==> config.mk <==
export PLATFORM = sky130hd
export DESIGN_NAME = pcx_outq
export DESIGN_NICKNAME = d
export VERILOG_FILES = /design/src/sv/pcx_rle_palette_decoder_assert.svh /design/src/sv/pcx_pkg.sv /design/src/sv/pcx_outq.sv
export SDC_FILE = /design/constraint.sdc
export NUM_CORES = 1
export LEC_CHECK = 0
export ABC_AREA = 1
export BUFFER_PORTS_ARGS = -buffer_cell sky130_fd_sc_hd__buf_2
export CAP_MARGIN = 20
export CORE_MARGIN = 3
export CORE_UTILIZATION = 52
export DETAILED_ROUTE_END_ITERATION = 10
export HOLD_SLACK_MARGIN = 0.1
export PLACE_DENSITY = 0.89
export SYNTH_ARGS = -nofsm -noshare
export SYNTH_HDL_FRONTEND = slang
export SYNTH_SLANG_ARGS = --single-unit
export TNS_END_PERCENT = 1
==> constraint.sdc <==
create_clock -name aclk -period 6.35 [get_ports aclk]
set_clock_uncertainty 0.05 [all_clocks]
set_input_delay 1.27 -clock aclk [delete_from_list [all_inputs] [get_ports aclk]]
set_output_delay 1.27 -clock aclk [all_outputs]
set_load 0.02 [all_outputs]
==> src/sv/pcx_rle_palette_decoder_assert.svh <==
// Assertion macros shared by the PCX run-length palette decoder.
// No dependencies; taken in by the top level with an include.
`ifndef PCX_RLE_PALETTE_DECODER_ASSERT_SVH
`define PCX_RLE_PALETTE_DECODER_ASSERT_SVH

// Same-cycle implication, checked outside reset.
`define PCX_ASSERT_IMP(label, clk, rstn, ante, cons) \
    label: assert property (@(posedge clk) disable iff (!(rstn)) (ante) |-> (cons)) \
        else $error("pcx decoder: same-cycle check failed");

// Next-cycle implication, checked outside reset.
`define PCX_ASSERT_NEXT(label, clk, rstn, ante, cons) \
    label: assert property (@(posedge clk) disable iff (!(rstn)) (ante) |=> (cons)) \
        else $error("pcx decoder: next-cycle check failed");

`endif

==> src/sv/pcx_pkg.sv <==
// Shared types and constants of the PCX run-length palette decoder.
// No dependencies; used by every module of the block.
`timescale 1ns / 1ps

package pcx_pkg;

    // Geometry limits and palette size.
    localparam int unsigned MAX_DIMENSION = 4096;
    localparam int unsigned PALETTE_DEPTH = 256;
    localparam int unsigned PAL_ADDR_W    = $clog2(PALETTE_DEPTH);

    // Configuration port layout.
    localparam int unsigned CFG_ADDR_W = 4;
    localparam logic [1:0]  REG_WIDTH  = 2'd0;
    localparam logic [1:0]  REG_HEIGHT = 2'd1;
    localparam logic [1:0]  REG_BPL    = 2'd2;

    // Run-length marker and count mask.
    localparam logic [7:0] RUN_MARK = 8'hC0;
    localparam logic [7:0] RUN_MASK = 8'h3F;

    typedef enum logic [1:0] {
        ACT_LOAD  = 2'd0,
        ACT_DATA  = 2'd1,
        ACT_START = 2'd2
    } action_t;

    typedef enum logic [1:0] {
        KIND_PIXEL = 2'd0,
        KIND_DONE  = 2'd1,
        KIND_TRUNC = 2'd2,
        KIND_GEOM  = 2'd3
    } kind_t;

    typedef enum logic [2:0] {
        ST_IDLE,
        ST_CHECK,
        ST_RUN,
        ST_FLAG,
        ST_FLUSH
    } seq_state_t;

    // One result beat without its last flag.
    typedef struct packed {
        kind_t       kind;
        logic [7:0]  red;
        logic [7:0]  green;
        logic [7:0]  blue;
        logic [11:0] column;
        logic [11:0] row;
    } res_t;

    // Sequencer requests to the result stage.
    typedef struct packed {
        logic gen;
        logic flush;
    } emit_ctl_t;

endpackage

==> src/sv/pcx_outq.sv <==
// Result stage: a hold register that learns the last flag, then the output register.
// Depends on pcx_pkg; fed by the decode sequencer.
`timescale 1ns / 1ps

module pcx_outq (
    input  logic               aclk,
    input  logic               aresetn,
    input  pcx_pkg::emit_ctl_t emit_ctl,
    input  pcx_pkg::res_t      emit_res,
    output logic               hold_ready,
    output logic               m_valid,
    input  logic               m_ready,
    output pcx_pkg::res_t      m_res,
    output logic               m_last
);
    import pcx_pkg::*;

    logic hold_valid_reg;
    res_t hold_res_reg;
    logic out_valid_reg;
    res_t out_res_reg;
    logic out_last_reg;

    logic out_free;
    logic push;

    // A held beat moves on once its successor, or the end of the item, is known.
    assign out_free   = !out_valid_reg || m_ready;
    assign hold_ready = !hold_valid_reg || out_free;
    assign push       = hold_valid_reg && out_free && (emit_ctl.gen || emit_ctl.flush);

    always_ff @(posedge aclk) begin
        if (!aresetn) begin
            hold_valid_reg <= 1'b0;
            out_valid_reg  <= 1'b0;
        end else begin
            if (emit_ctl.gen && hold_ready) begin
                hold_valid_reg <= 1'b1;
            end else if (emit_ctl.flush && hold_ready) begin
                hold_valid_reg <= 1'b0;
            end
            if (push) begin
                out_valid_reg <= 1'b1;
            end else if (m_ready) begin
                out_valid_reg <= 1'b0;
            end
        end
    end

    // Payload registers.
    always_ff @(posedge aclk) begin
        if (emit_ctl.gen && hold_ready) begin
            hold_res_reg <= emit_res;
        end
        if (push) begin
            out_res_reg  <= hold_res_reg;
            out_last_reg <= emit_ctl.flush;
        end
    end

    assign m_valid = out_valid_reg;
    assign m_res   = out_res_reg;
    assign m_last  = out_last_reg;

endmodule

==> flow_results.xml <==
<?xml version="1.0" encoding="UTF-8"?>
<metrics>
  <group name="pwr">
    <metric name="share_clk_of_total_power" unit="">0.286</metric>
    <metric name="seq_power_share" unit="">0.655</metric>
    <metric name="leakage_power" unit="nW">1.55</metric>
    <metric name="power.share.switching" unit="">0.215</metric>
    <metric name="power.share.combinational" unit="">0.059</metric>
    <metric name="vdd_drop_max" unit="V">0.000158</metric>
    <metric name="total_switching_power" unit="mW">0.262</metric>
    <metric name="total_power" unit="mW">1.22</metric>
    <metric name="power.internal" unit="mW">0.955</metric>
    <metric name="power_density" unit="nW/um2">307</metric>
  </group>
  <group name="cts">
    <metric name="cts_post_setup_buffers_inserted" unit="">0</metric>
    <metric name="cts.repair.resized" unit="">0</metric>
    <metric name="cts.path.max_buffers" unit="">2</metric>
    <metric name="clock_sink_count" unit="">103</metric>
    <metric name="tritoncts" unit="">yes</metric>
    <metric name="cts.clk_slew.worst_paths" unit="ps">90</metric>
    <metric name="num_cts_buffers" unit="">9</metric>
    <metric name="quantity_of_hold_fixing_buffers_added_after_cts" unit="">0</metric>
    <metric name="cts-htree-levels" unit="">3</metric>
    <metric name="clock_latency" unit="ps">340</metric>
    <metric name="cts-root-buf" unit="">clkbuf_8</metric>
  </group>
  <group name="timing">
    <metric name="unrepaired_setup_endpoints_after_global_routing" unit="">no</metric>
    <metric name="hold_slack" unit="ps">374</metric>
    <metric name="timing.fmax" unit="MHz">319</metric>
    <metric name="layout_min_cycle_time" unit="ps">3140</metric>
    <metric name="finalWorstSetupSlack" unit="ps">3210</metric>
    <metric name="layout_worst_path_cycle_share" unit="">0.494</metric>
    <metric name="max_slew.worst_pin.slew" unit="ps">980</metric>
    <metric name="slew_violations" unit="">0</metric>
    <metric name="setup_viol" unit="">0</metric>
    <metric name="fin_tns_setup" unit="ps">0</metric>
    <metric name="finalHoldViolations" unit="">0</metric>
    <metric name="maxSlewHeadroom" unit="">0.346</metric>
  </group>
  <group name="synthesis">
    <metric name="syn_avg_cell_area" unit="um2">26.0</metric>
    <metric name="synth.net_count" unit="">176</metric>
    <metric name="cell_area_after_synthesis" unit="um2">3150</metric>
    <metric name="synth_enable_flop_cells" unit="">101</metric>
    <metric name="synth.lib_cells_used.distinct" unit="">9</metric>
    <metric name="netlist_top_cells_count" unit="">edfxtp_1 (101), inv_1 (8), nand2_1 (3), nor2_1 (3), dfxtp_1 (2)</metric>
    <metric name="cell_accounting_for_the_most_synthesized_area" unit="">edfxtp_1</metric>
    <metric name="synth_seq_area_share" unit="">0.976</metric>
    <metric name="post-synth-top-count-cell" unit="">edfxtp_1</metric>
    <metric name="synth_async_sr_flop_share" unit="">0</metric>
    <metric name="yosysTopAreaCellShare" unit="">0.963</metric>
    <metric name="synth.area.top_cells" unit="">edfxtp_1 (96%), dfxtp_1 (1.3%), inv_1 (0.95%)</metric>
    <metric name="postSynth.topFlopCell" unit="">edfxtp_1</metric>
    <metric name="synth-seq-cells" unit="">103</metric>
    <metric name="synth_warnings" unit="">0</metric>
    <metric name="synth_cells" unit="">121</metric>
  </group>
  <group name="finish">
    <metric name="diodes" unit="">0</metric>
    <metric name="final_design_area_no_fill" unit="um2">3960</metric>
    <metric name="finalNonFillerCells" unit="">317</metric>
    <metric name="drive_above_1_share" unit="">0.522</metric>
    <metric name="n_fill_cell" unit="">378</metric>
    <metric name="synthToLayoutAreaGrowth" unit="%">25.8</metric>
    <metric name="finish.net_count" unit="">295</metric>
    <metric name="area_used_by_multi_input_combinational_logic" unit="um2">52.6</metric>
    <metric name="postLayoutCoreUtil" unit="">0.698</metric>
    <metric name="seq_area" unit="um2">3070</metric>
  </group>
  <group name="setup_path">
    <metric name="crit_arrival" unit="ps">1820</metric>
    <metric name="cp.buffers_inverters" unit="">4</metric>
    <metric name="worst-r2r-setup-slack" unit="ps">4600</metric>
    <metric name="critPathLaunchType" unit="">primary input</metric>
    <metric name="cpLargestDelayFamily" unit="">buffers and inverters</metric>
    <metric name="highest_cell_delay_on_the_worst_timing_path" unit="ps">150</metric>
    <metric name="critPathMaxFanout" unit="">3</metric>
    <metric name="worstSetupPathType" unit="">primary input to primary output</metric>
    <metric name="critical_path.cell_chain" unit="">buf_2 &gt; inv_1 &gt; nand2_2 &gt; nor2_2 &gt; inv_1 &gt; buf_2</metric>
    <metric name="worst_setup_path_end_kind" unit="">primary output</metric>
    <metric name="critical-path-slowest-cell" unit="">buf_2</metric>
    <metric name="critPathRequiredTime" unit="ps">5030</metric>
  </group>
  <group name="global_routing">
    <metric name="gr-max-usage-layer" unit="">met2</metric>
    <metric name="met1_track_demand_over_resource" unit="">0.195</metric>
    <metric name="global_route_wire_length_before_repair" unit="mm">8.02</metric>
    <metric name="grt_util_met3" unit="">0.0533</metric>
    <metric name="largest_net_degree_at_the_start_of_global_routing" unit="">52</metric>
    <metric name="global_route.overflow_total" unit="">0</metric>
    <metric name="antenna_found_initial" unit="">0</metric>
    <metric name="global_route.usage.met2" unit="">0.243</metric>
    <metric name="number_of_global_route_vias_before_repair" unit="">1576</metric>
    <metric name="track_usage" unit="">0.152</metric>
  </group>
  <group name="placement">
    <metric name="post-place-ws" unit="ps">3220</metric>
    <metric name="routabilityCongestion" unit="">0.720</metric>
    <metric name="place.detailed.hpwl" unit="mm">3.56</metric>
    <metric name="io_buffers" unit="">107</metric>
    <metric name="dpl.cell_count" unit="">301</metric>
    <metric name="place_area" unit="um2">3790</metric>
  </group>
  <group name="floorplan">
    <metric name="fp.dieH" unit="um">83.8</metric>
    <metric name="num_rows" unit="">27</metric>
    <metric name="core_region_area" unit="um2">5680</metric>
    <metric name="floorplan.die.width" unit="um">83.8</metric>
    <metric name="initial_utilization" unit="">0.555</metric>
    <metric name="design.die.area" unit="um2">7020</metric>
    <metric name="ioPinCount" unit="">108</metric>
  </group>
  <group name="hold_path">
    <metric name="worstHoldPathType" unit="">register to register</metric>
  </group>
  <group name="detailed_routing">
    <metric name="wl_per_cell" unit="um">15.6</metric>
    <metric name="detail_route.vias_per_cell" unit="">4.58</metric>
    <metric name="detailroute.via_count" unit="">1453</metric>
    <metric name="final_antenna_net_count" unit="">0</metric>
    <metric name="detail_route.wirelength" unit="mm">4.94</metric>
    <metric name="drt_pass1_iterations" unit="">4</metric>
    <metric name="first_iter_violations" unit="">76</metric>
    <metric name="drc_errors" unit="">0</metric>
  </group>
  <group name="outcome">
    <metric name="run_status" unit="">complete, no violations</metric>
  </group>
  <group name="run">
    <metric name="max_cap_violations" unit="">0</metric>
  </group>
</metrics>
[cells in the final DEF, fill, tap and decap left out, drive strengths merged]
master / count
nand2: 4
nor2: 4
edfxtp: 101
dfxtp: 2
o21ai: 1
clkinv: 3
a21oi: 1
clkbuf: 9
clkinvlp: 2
inv: 10
buf: 108
[path summary, 6_finish.rpt]
| check | startpoint | end | cells after the start |
|---|---|---|---|
| worst min-delay path | hold_res_reg[18] | m_res[18] | 0 |
| worst max-delay path | m_ready | hold_ready | 6 |
| worst min register to register | hold_res_reg[18] | m_res[18] | 0 |
| worst max register to register | m_valid | hold_res_reg[41] | 5 |
[layout make-up]
type | instances | area share
multi-input cells | 10 | 0.0133
clock buffers | 9 | 0.0313
repair buffers | 108 | 0.137
clock inverters | 7 | 0.0120
flip-flops and latches | 103 | 0.776
inverters | 8 | 0.00758
well taps | 72 | 0.0227
[worst register-to-register path, stage by stage, from the launching register on]
cell and delay, ps:
dfxtp_1 330, nand2_2 90, nor2_2 50, inv_1 60, nand2_1 70, inv_2 710
[layer usage]
layer | up-vias | part of all wire
met1 | 665 | 0.41
met5 | - | 0
li1 | 701 | -
met2 | 79 | 0.48
met3 | 8 | 0.095
met4 | 0 | 0.0095
[power groups by stage]
stage	registers [mW]	logic, mW	clock network (mW)
final	0.798	0.0712	0.348
after global routing	0.801	0.0776	0.395
after CTS	0.798	0.0727	0.358
after detailed placement	0.814	0.0727	0
after global placement	0.811	0.0703	0
after floorplan	0.833	0.0134	0
[logic make-up (layout without fill, tap and decap cells)]
logic type,after synthesis,in the layout,share of synthesized area
flops,103,103,0.976
simple gates,8,8,0.0111
buf+inv,8,132,0.00954
compound gates,2,2,0.00318
Power figures use the tool's default switching activity.
