<file path="config.mk">
export PLATFORM = sky130hd
export DESIGN_NAME = pcx_seq
export DESIGN_NICKNAME = d
export VERILOG_FILES = /design/src/sv/pcx_rle_palette_decoder_assert.svh /design/src/sv/pcx_pkg.sv /design/src/sv/pcx_seq.sv
export SDC_FILE = /design/constraint.sdc
export NUM_CORES = 1
export LEC_CHECK = 0
export BUFFER_PORTS_ARGS = -buffer_cell sky130_fd_sc_hd__clkbuf_2
export CORE_UTILIZATION = 54
export CTS_CLUSTER_DIAMETER = 30
export CTS_CLUSTER_SIZE = 30
export DETAILED_ROUTE_END_ITERATION = 8
export PLACE_DENSITY_LB_ADDON = 0.05
export REMOVE_ABC_BUFFERS = 1
export SLEW_MARGIN = 20
export SYNTH_ARGS = -nofsm -noshare
export SYNTH_HDL_FRONTEND = slang
export SYNTH_SLANG_ARGS = --single-unit
</file>
<file path="constraint.sdc">
create_clock -name aclk -period 4.3 [get_ports aclk]
set_input_delay 0.43 -clock aclk [delete_from_list [all_inputs] [get_ports aclk]]
set_output_delay 0.43 -clock aclk [all_outputs]
set_load 0.1 [all_outputs]
</file>
<file path="src/sv/pcx_rle_palette_decoder_assert.svh">
// Assertion macros shared by the PCX run-length palette decoder.
// No dependencies; taken in by the top level with an include.
`ifndef PCX_RLE_PALETTE_DECODER_ASSERT_SVH
`define PCX_RLE_PALETTE_DECODER_ASSERT_SVH

// Same-cycle implication, checked outside reset.
`define PCX_ASSERT_IMP(label, clk, rstn, ante, cons) \
    label: assert property (@(posedge clk) disable iff (!(rstn)) (ante) |-> (cons)) \
        else $error("pcx decoder: same-cycle check failed");

// Next-cycle implication, checked outside reset.
`define PCX_ASSERT_NEXT(label, clk, rstn, ante, cons) \
    label: assert property (@(posedge clk) disable iff (!(rstn)) (ante) |=> (cons)) \
        else $error("pcx decoder: next-cycle check failed");

`endif

</file>
<file path="src/sv/pcx_pkg.sv">
// Shared types and constants of the PCX run-length palette decoder.
// No dependencies; used by every module of the block.
`timescale 1ns / 1ps

package pcx_pkg;

    // Geometry limits and palette size.
    localparam int unsigned MAX_DIMENSION = 4096;
    localparam int unsigned PALETTE_DEPTH = 256;
    localparam int unsigned PAL_ADDR_W    = $clog2(PALETTE_DEPTH);

    // Configuration port layout.
    localparam int unsigned CFG_ADDR_W = 4;
    localparam logic [1:0]  REG_WIDTH  = 2'd0;
    localparam logic [1:0]  REG_HEIGHT = 2'd1;
    localparam logic [1:0]  REG_BPL    = 2'd2;

    // Run-length marker and count mask.
    localparam logic [7:0] RUN_MARK = 8'hC0;
    localparam logic [7:0] RUN_MASK = 8'h3F;

    typedef enum logic [1:0] {
        ACT_LOAD  = 2'd0,
        ACT_DATA  = 2'd1,
        ACT_START = 2'd2
    } action_t;

    typedef enum logic [1:0] {
        KIND_PIXEL = 2'd0,
        KIND_DONE  = 2'd1,
        KIND_TRUNC = 2'd2,
        KIND_GEOM  = 2'd3
    } kind_t;

    typedef enum logic [2:0] {
        ST_IDLE,
        ST_CHECK,
        ST_RUN,
        ST_FLAG,
        ST_FLUSH
    } seq_state_t;

    // One result beat without its last flag.
    typedef struct packed {
        kind_t       kind;
        logic [7:0]  red;
        logic [7:0]  green;
        logic [7:0]  blue;
        logic [11:0] column;
        logic [11:0] row;
    } res_t;

    // Sequencer requests to the result stage.
    typedef struct packed {
        logic gen;
        logic flush;
    } emit_ctl_t;

endpackage

</file>
<file path="src/sv/pcx_seq.sv">
// Decode sequencer: image state, run expansion and the position step unit.
// Depends on pcx_pkg; drives the palette read port and the result stage.
`timescale 1ns / 1ps

module pcx_seq (
    input  logic                           aclk,
    input  logic                           aresetn,
    input  logic                           in_accept,
    input  logic [1:0]                     in_action,
    input  logic [7:0]                     in_data_byte,
    input  logic                           in_final_byte,
    input  logic [12:0]                    image_width,
    input  logic [12:0]                    image_height,
    input  logic [15:0]                    bytes_per_line,
    input  logic [23:0]                    pal_rd_data,
    input  logic                           hold_ready,
    output logic                           in_ready,
    output logic                           pal_rd_en,
    output logic [pcx_pkg::PAL_ADDR_W-1:0] pal_rd_addr,
    output pcx_pkg::emit_ctl_t             emit_ctl,
    output pcx_pkg::res_t                  emit_res
);
    import pcx_pkg::*;

    seq_state_t  state_reg, state_next;
    logic        pending_reg, pending_next;
    logic [5:0]  run_reg, run_next;
    logic [15:0] pos_reg, pos_next;
    logic [12:0] line_reg, line_next;
    logic        finished_reg, finished_next;
    logic [7:0]  byte_reg, byte_next;
    logic        fin_reg, fin_next;
    logic [5:0]  cnt_reg, cnt_next;
    kind_t       flag_reg, flag_next;

    logic        geom_bad;
    logic        visible;
    logic [15:0] pos_inc;
    logic [12:0] line_inc;
    logic        line_end;
    logic [5:0]  start_count;
    seq_state_t  tail_state;

    // Step unit: one position advance and its line-end compare per unstalled cycle.
    assign pos_inc  = pos_reg + 16'd1;
    assign line_inc = line_reg + 13'd1;
    assign line_end = (pos_inc >= bytes_per_line) || (pos_inc == 16'd0);
    assign visible  = pos_reg < {3'd0, image_width};

    // Geometry is checked against the registers on every data byte of an open image.
    assign geom_bad = (image_width == 13'd0) || ({19'd0, image_width} > MAX_DIMENSION) ||
                      (image_height == 13'd0) || ({19'd0, image_height} > MAX_DIMENSION) ||
                      (bytes_per_line < {3'd0, image_width});

    assign start_count = pending_reg ? run_reg : 6'd1;
    assign tail_state  = fin_reg ? ST_FLAG : ST_FLUSH;

    assign pal_rd_addr = byte_reg;

    // Next state and outputs of the sequencer.
    always_comb begin
        state_next    = state_reg;
        pending_next  = pending_reg;
        run_next      = run_reg;
        pos_next      = pos_reg;
        line_next     = line_reg;
        finished_next = finished_reg;
        byte_next     = byte_reg;
        fin_next      = fin_reg;
        cnt_next      = cnt_reg;
        flag_next     = flag_reg;
        in_ready      = 1'b0;
        pal_rd_en     = 1'b0;
        emit_ctl      = '0;
        emit_res      = '0;

        unique case (state_reg)
            ST_IDLE: begin
                in_ready = 1'b1;
                if (in_accept) begin
                    unique case (in_action)
                        ACT_START: begin
                            pending_next  = 1'b0;
                            run_next      = 6'd0;
                            pos_next      = 16'd0;
                            line_next     = 13'd0;
                            finished_next = 1'b0;
                        end
                        ACT_DATA: begin
                            if (!finished_reg) begin
                                byte_next  = in_data_byte;
                                fin_next   = in_final_byte;
                                state_next = ST_CHECK;
                            end
                        end
                        default: begin
                        end
                    endcase
                end
            end

            ST_CHECK: begin
                if (geom_bad) begin
                    flag_next  = KIND_GEOM;
                    state_next = ST_FLAG;
                end else if (line_reg >= image_height) begin
                    flag_next  = KIND_DONE;
                    state_next = ST_FLAG;
                end else if (!pending_reg && ((byte_reg & RUN_MARK) == RUN_MARK)) begin
                    // Count byte: remember the run for the next byte.
                    pending_next = 1'b1;
                    run_next     = byte_reg[5:0];
                    flag_next    = KIND_TRUNC;
                    state_next   = tail_state;
                end else begin
                    pending_next = 1'b0;
                    run_next     = 6'd0;
                    if (start_count == 6'd0) begin
                        flag_next  = KIND_TRUNC;
                        state_next = tail_state;
                    end else begin
                        pal_rd_en  = 1'b1;
                        cnt_next   = start_count;
                        state_next = ST_RUN;
                    end
                end
            end

            ST_RUN: begin
                emit_res.kind   = KIND_PIXEL;
                emit_res.red    = pal_rd_data[23:16];
                emit_res.green  = pal_rd_data[15:8];
                emit_res.blue   = pal_rd_data[7:0];
                emit_res.column = pos_reg[11:0];
                emit_res.row    = line_reg[11:0];
                // Padding positions advance without waiting for the result stage.
                if (!visible || hold_ready) begin
                    emit_ctl.gen = visible;
                    if (line_end) begin
                        pos_next  = 16'd0;
                        line_next = line_inc;
                        if (line_inc >= image_height) begin
                            flag_next  = KIND_DONE;
                            state_next = ST_FLAG;
                        end else begin
                            flag_next  = KIND_TRUNC;
                            state_next = tail_state;
                        end
                    end else begin
                        pos_next = pos_inc;
                        if (cnt_reg == 6'd1) begin
                            flag_next  = KIND_TRUNC;
                            state_next = tail_state;
                        end else begin
                            cnt_next = cnt_reg - 6'd1;
                        end
                    end
                end
            end

            ST_FLAG: begin
                emit_res.kind = flag_reg;
                if (hold_ready) begin
                    emit_ctl.gen  = 1'b1;
                    finished_next = 1'b1;
                    state_next    = ST_FLUSH;
                end
            end

            ST_FLUSH: begin
                emit_ctl.flush = 1'b1;
                if (hold_ready) begin
                    state_next = ST_IDLE;
                end
            end

            default: begin
                state_next = ST_IDLE;
            end
        endcase
    end

    // Control state.
    always_ff @(posedge aclk) begin
        if (!aresetn) begin
            state_reg    <= ST_IDLE;
            pending_reg  <= 1'b0;
            run_reg      <= 6'd0;
            pos_reg      <= 16'd0;
            line_reg     <= 13'd0;
            finished_reg <= 1'b0;
        end else begin
            state_reg    <= state_next;
            pending_reg  <= pending_next;
            run_reg      <= run_next;
            pos_reg      <= pos_next;
            line_reg     <= line_next;
            finished_reg <= finished_next;
        end
    end

    // Working copies of the current byte.
    always_ff @(posedge aclk) begin
        byte_reg <= byte_next;
        fin_reg  <= fin_next;
        cnt_reg  <= cnt_next;
        flag_reg <= flag_next;
    end

endmodule

</file>
==> qor.txt <==
area post-placement: 6060 sq um
DR WL/cell: 15.1 microns
setup TNS: 0 ns
CTS tree: yes
Die Y: 101 microns
Syn Area/Cell: 8.06 sq um
Post-Place Worst Slack: 0.443 ns
Worst Setup End Kind: register
reg2reg start: pos_reg[0]$_SDFFE_PN0P_
DRC: 0
pwr/cell area: 404 nW/um^2
number of fill cells: 845
final hold vios: 0
most frequent cells in the layout: clkbuf_2, ha_1, nand2_1
global-route wire length before repair: 22300 microns
fin crit share: 90.8%
Clock Pin Slew Worst Setup and Hold Paths: 0.07 ns
Fmax: 0.256 GHz
slowest CP cell: dfxtp_1
Core ar.: 9370 sq um
initial antenna violation count: 0
Synth-to-Final Area Change: 18.3%
post-route ant nets: 0
critical path cell sequence: ha_1, nand3_2, nor4_1, xor2_1, ha_1, a211o_1, a21oi_1, o21ai_0, a31oi_1, buf_4, and3_4, nor3_2, a32o_1
layout cells sized above 1: 23.8%
routed vias: 5182
pin count of the biggest net entering global routing: 40
Hold Path Depth: 1
DRT iter0 DRCs: 268
Chip Width: 101 microns
grt ovf: 0
total iterations of the first detailed-routing run: 4
Reg2Reg Depth: 13
min Tclk post-route: 3.91 ns
sequential area share after synthesis: 24.7%
DRT Wirelength: 13900 microns
crit-path max FO: 21
commonest non-fill, non-tap cell in the layout: clkbuf_2
max reg flops: 16
worst flop-to-flop path endpoint: line_reg[2]$_SDFFE_PN0P_
Post-CTS Setup Bufs: 0
Final Util: 67.0%
CTS Buffer Depth: 2
worst hold start: in_data_byte[7]
max_slew headroom: 29.7%
CP max stage delay: 0.53 ns
post-route cell area: 6280 sq um
Hold Path Class: input pin to register
num rows: 35
Ports: 143
total CTS buffers: 9
Max Slew Vio Count: 0
H-tree Lvls: 3
unique cell type count in the Yosys netlist: 66
vias in the first global route: 4801
post-synthesis register bit count: 57
Worst-Margin Slew: 1.05 ns
Root Buffer: clkbuf_8
Syn Inst Count: 659
final net count: 934
Layout Skew: 0.00615 ns
worst setup margin: 0.394 ns
placer congestion estimate: 0.900
final hold slack: 0.264 ns
CP Launch Type: register
critical path class: register to register
Clock Sinks: 57
maxcap violations: 0
post-synthesis cell area: 5310 sq um
initial core utilization: 56.7%
Via density: 5.66
RSZ-0062 raised after global routing: no
ys flop type: dfxtp_1
Max VDD drop: 321 uV
flop2flop setup slack: 0.39 ns
n_diodes: 0
Pleak: 0.00308 uW
PortBufs: 142
FFs w/ async S/R, synth: 0%
Warnings, synthesis: 0
gr usage total: 27.4%
most frequent CP cell: ha_1
Post-synth EDFFs: 17
CTS hold repair buffers: 0
status: completed
post-CTS sizing: 0
Worst EP arrival: 4.14 ns
Skew-Pair Late Insertion Delay: 0.34 ns
Worst Hold Endpoint: pal_rd_addr[7]$_DFFE_PP_
Setup Viol. Count Final: 0
Detailed Place HPWL: 10800 microns
Worst Path Required: 4.53 ns
die area: 10200 sq um
report_power, final:
group	leakage (uW)	switching [uW]	internal [uW]
Combinational	0.00250	999	293
Sequential	0.000475	58.2	618
Clock	0.000106	245	326
Total	0.00308	1300	1240
worst max-delay path: cells and delay by family (launching register included):
family                     cells  cell delay, ns
AOI/OAI and AO/OA              5            1.00
xor gates and xnor gates       1            0.31
adders and majority gates      2            0.68
buffers and inverters          1            0.19
DFF                            1            0.53
and+or+nand+nor                4            1.09
worst max-delay path by stage:
stage                               from                       end  depth (start not counted)
2_1_floorplan  state_reg[1]$_SDFFE_PN0P_              emit_res[10]                          3
3_3_place_gp     pos_reg[0]$_SDFFE_PN0P_  line_reg[9]$_SDFFE_PN0P_                         13
3_5_place_dp     pos_reg[0]$_SDFFE_PN0P_  line_reg[9]$_SDFFE_PN0P_                         13
4_1_cts          pos_reg[0]$_SDFFE_PN0P_  line_reg[9]$_SDFFE_PN0P_                         13
5_1_grt          pos_reg[0]$_SDFFE_PN0P_  line_reg[9]$_SDFFE_PN0P_                         13
6_report         pos_reg[0]$_SDFFE_PN0P_  line_reg[2]$_SDFFE_PN0P_                         13
cells by family (layout without fill, tap and decap cells):
family	after synthesis	count (layout)	synth area share, %
and+or+nand+nor	266	266	27.6
AOI/OAI and AO/OA	138	138	17.3
adders and majority gates	71	71	16.7
muxes	8	8	1.60
xor gates and xnor gates	32	32	5.28
buffers and inverters	87	215	6.79
DFF	57	57	24.7
stage by stage:
step | total power (uW) | std cells
after floorplan | 1680 | 623
after global placement | 1960 | 900
after detailed placement | 1980 | 900
after CTS | 2540 | 916
after global routing | 2660 | 916
final | 2540 | 916
synthesized netlist by cell type (7+ instances only):
| cell | n | area, sq um |
|---|---|---|
| xor2_1 | 16 | 140 |
| a21o_1 | 9 | 67.6 |
| inv_1 | 51 | 191 |
| and2_1 | 48 | 300 |
| nand4_1 | 10 | 62.6 |
| nor3_1 | 17 | 85.1 |
| a211oi_1 | 9 | 67.6 |
| xnor2_1 | 16 | 140 |
| a21oi_1 | 39 | 195 |
| clkbuf_1 | 22 | 82.6 |
| nor2b_1 | 7 | 43.8 |
| nand2_1 | 65 | 244 |
| nor4_1 | 18 | 113 |
| dfxtp_1 | 40 | 801 |
| nor2_1 | 33 | 124 |
| edfxtp_1 | 17 | 510 |
| nand3_1 | 24 | 120 |
| a31oi_1 | 7 | 43.8 |
| mux2i_1 | 7 | 70.1 |
| and3_1 | 7 | 43.8 |
| ha_1 | 71 | 888 |
| o21ai_0 | 33 | 165 |
final cells by class:
type | instances | area (sq um) | share of cell area (%)
sequential | 57 | 1310 | 20.9
inverter | 51 | 191 | 3.05
timing repair buffer | 148 | 756 | 12.0
multi-input combinational | 515 | 3640 | 58.0
clock inverter | 7 | 93.8 | 1.49
tap | 129 | 161 | 2.57
clock buffer | 9 | 124 | 1.97
layer usage:
| metal | track usage (%) | wire length, microns | vias to the layer above | part of all wire, % |
|---|---|---|---|---|
| met3 | 3.24 | 824 | 23 | 5.9 |
| met4 | 8.03 | 199 | 0 | 1.4 |
| met2 | 47.6 | 6470 | 212 | 47 |
| met1 | 35.6 | 6360 | 2347 | 46 |
| li1 | - | - | 2600 | - |
| met5 | 0 | 0 | - | 0 |
No activity file was read; power rests on OpenSTA's default activity.
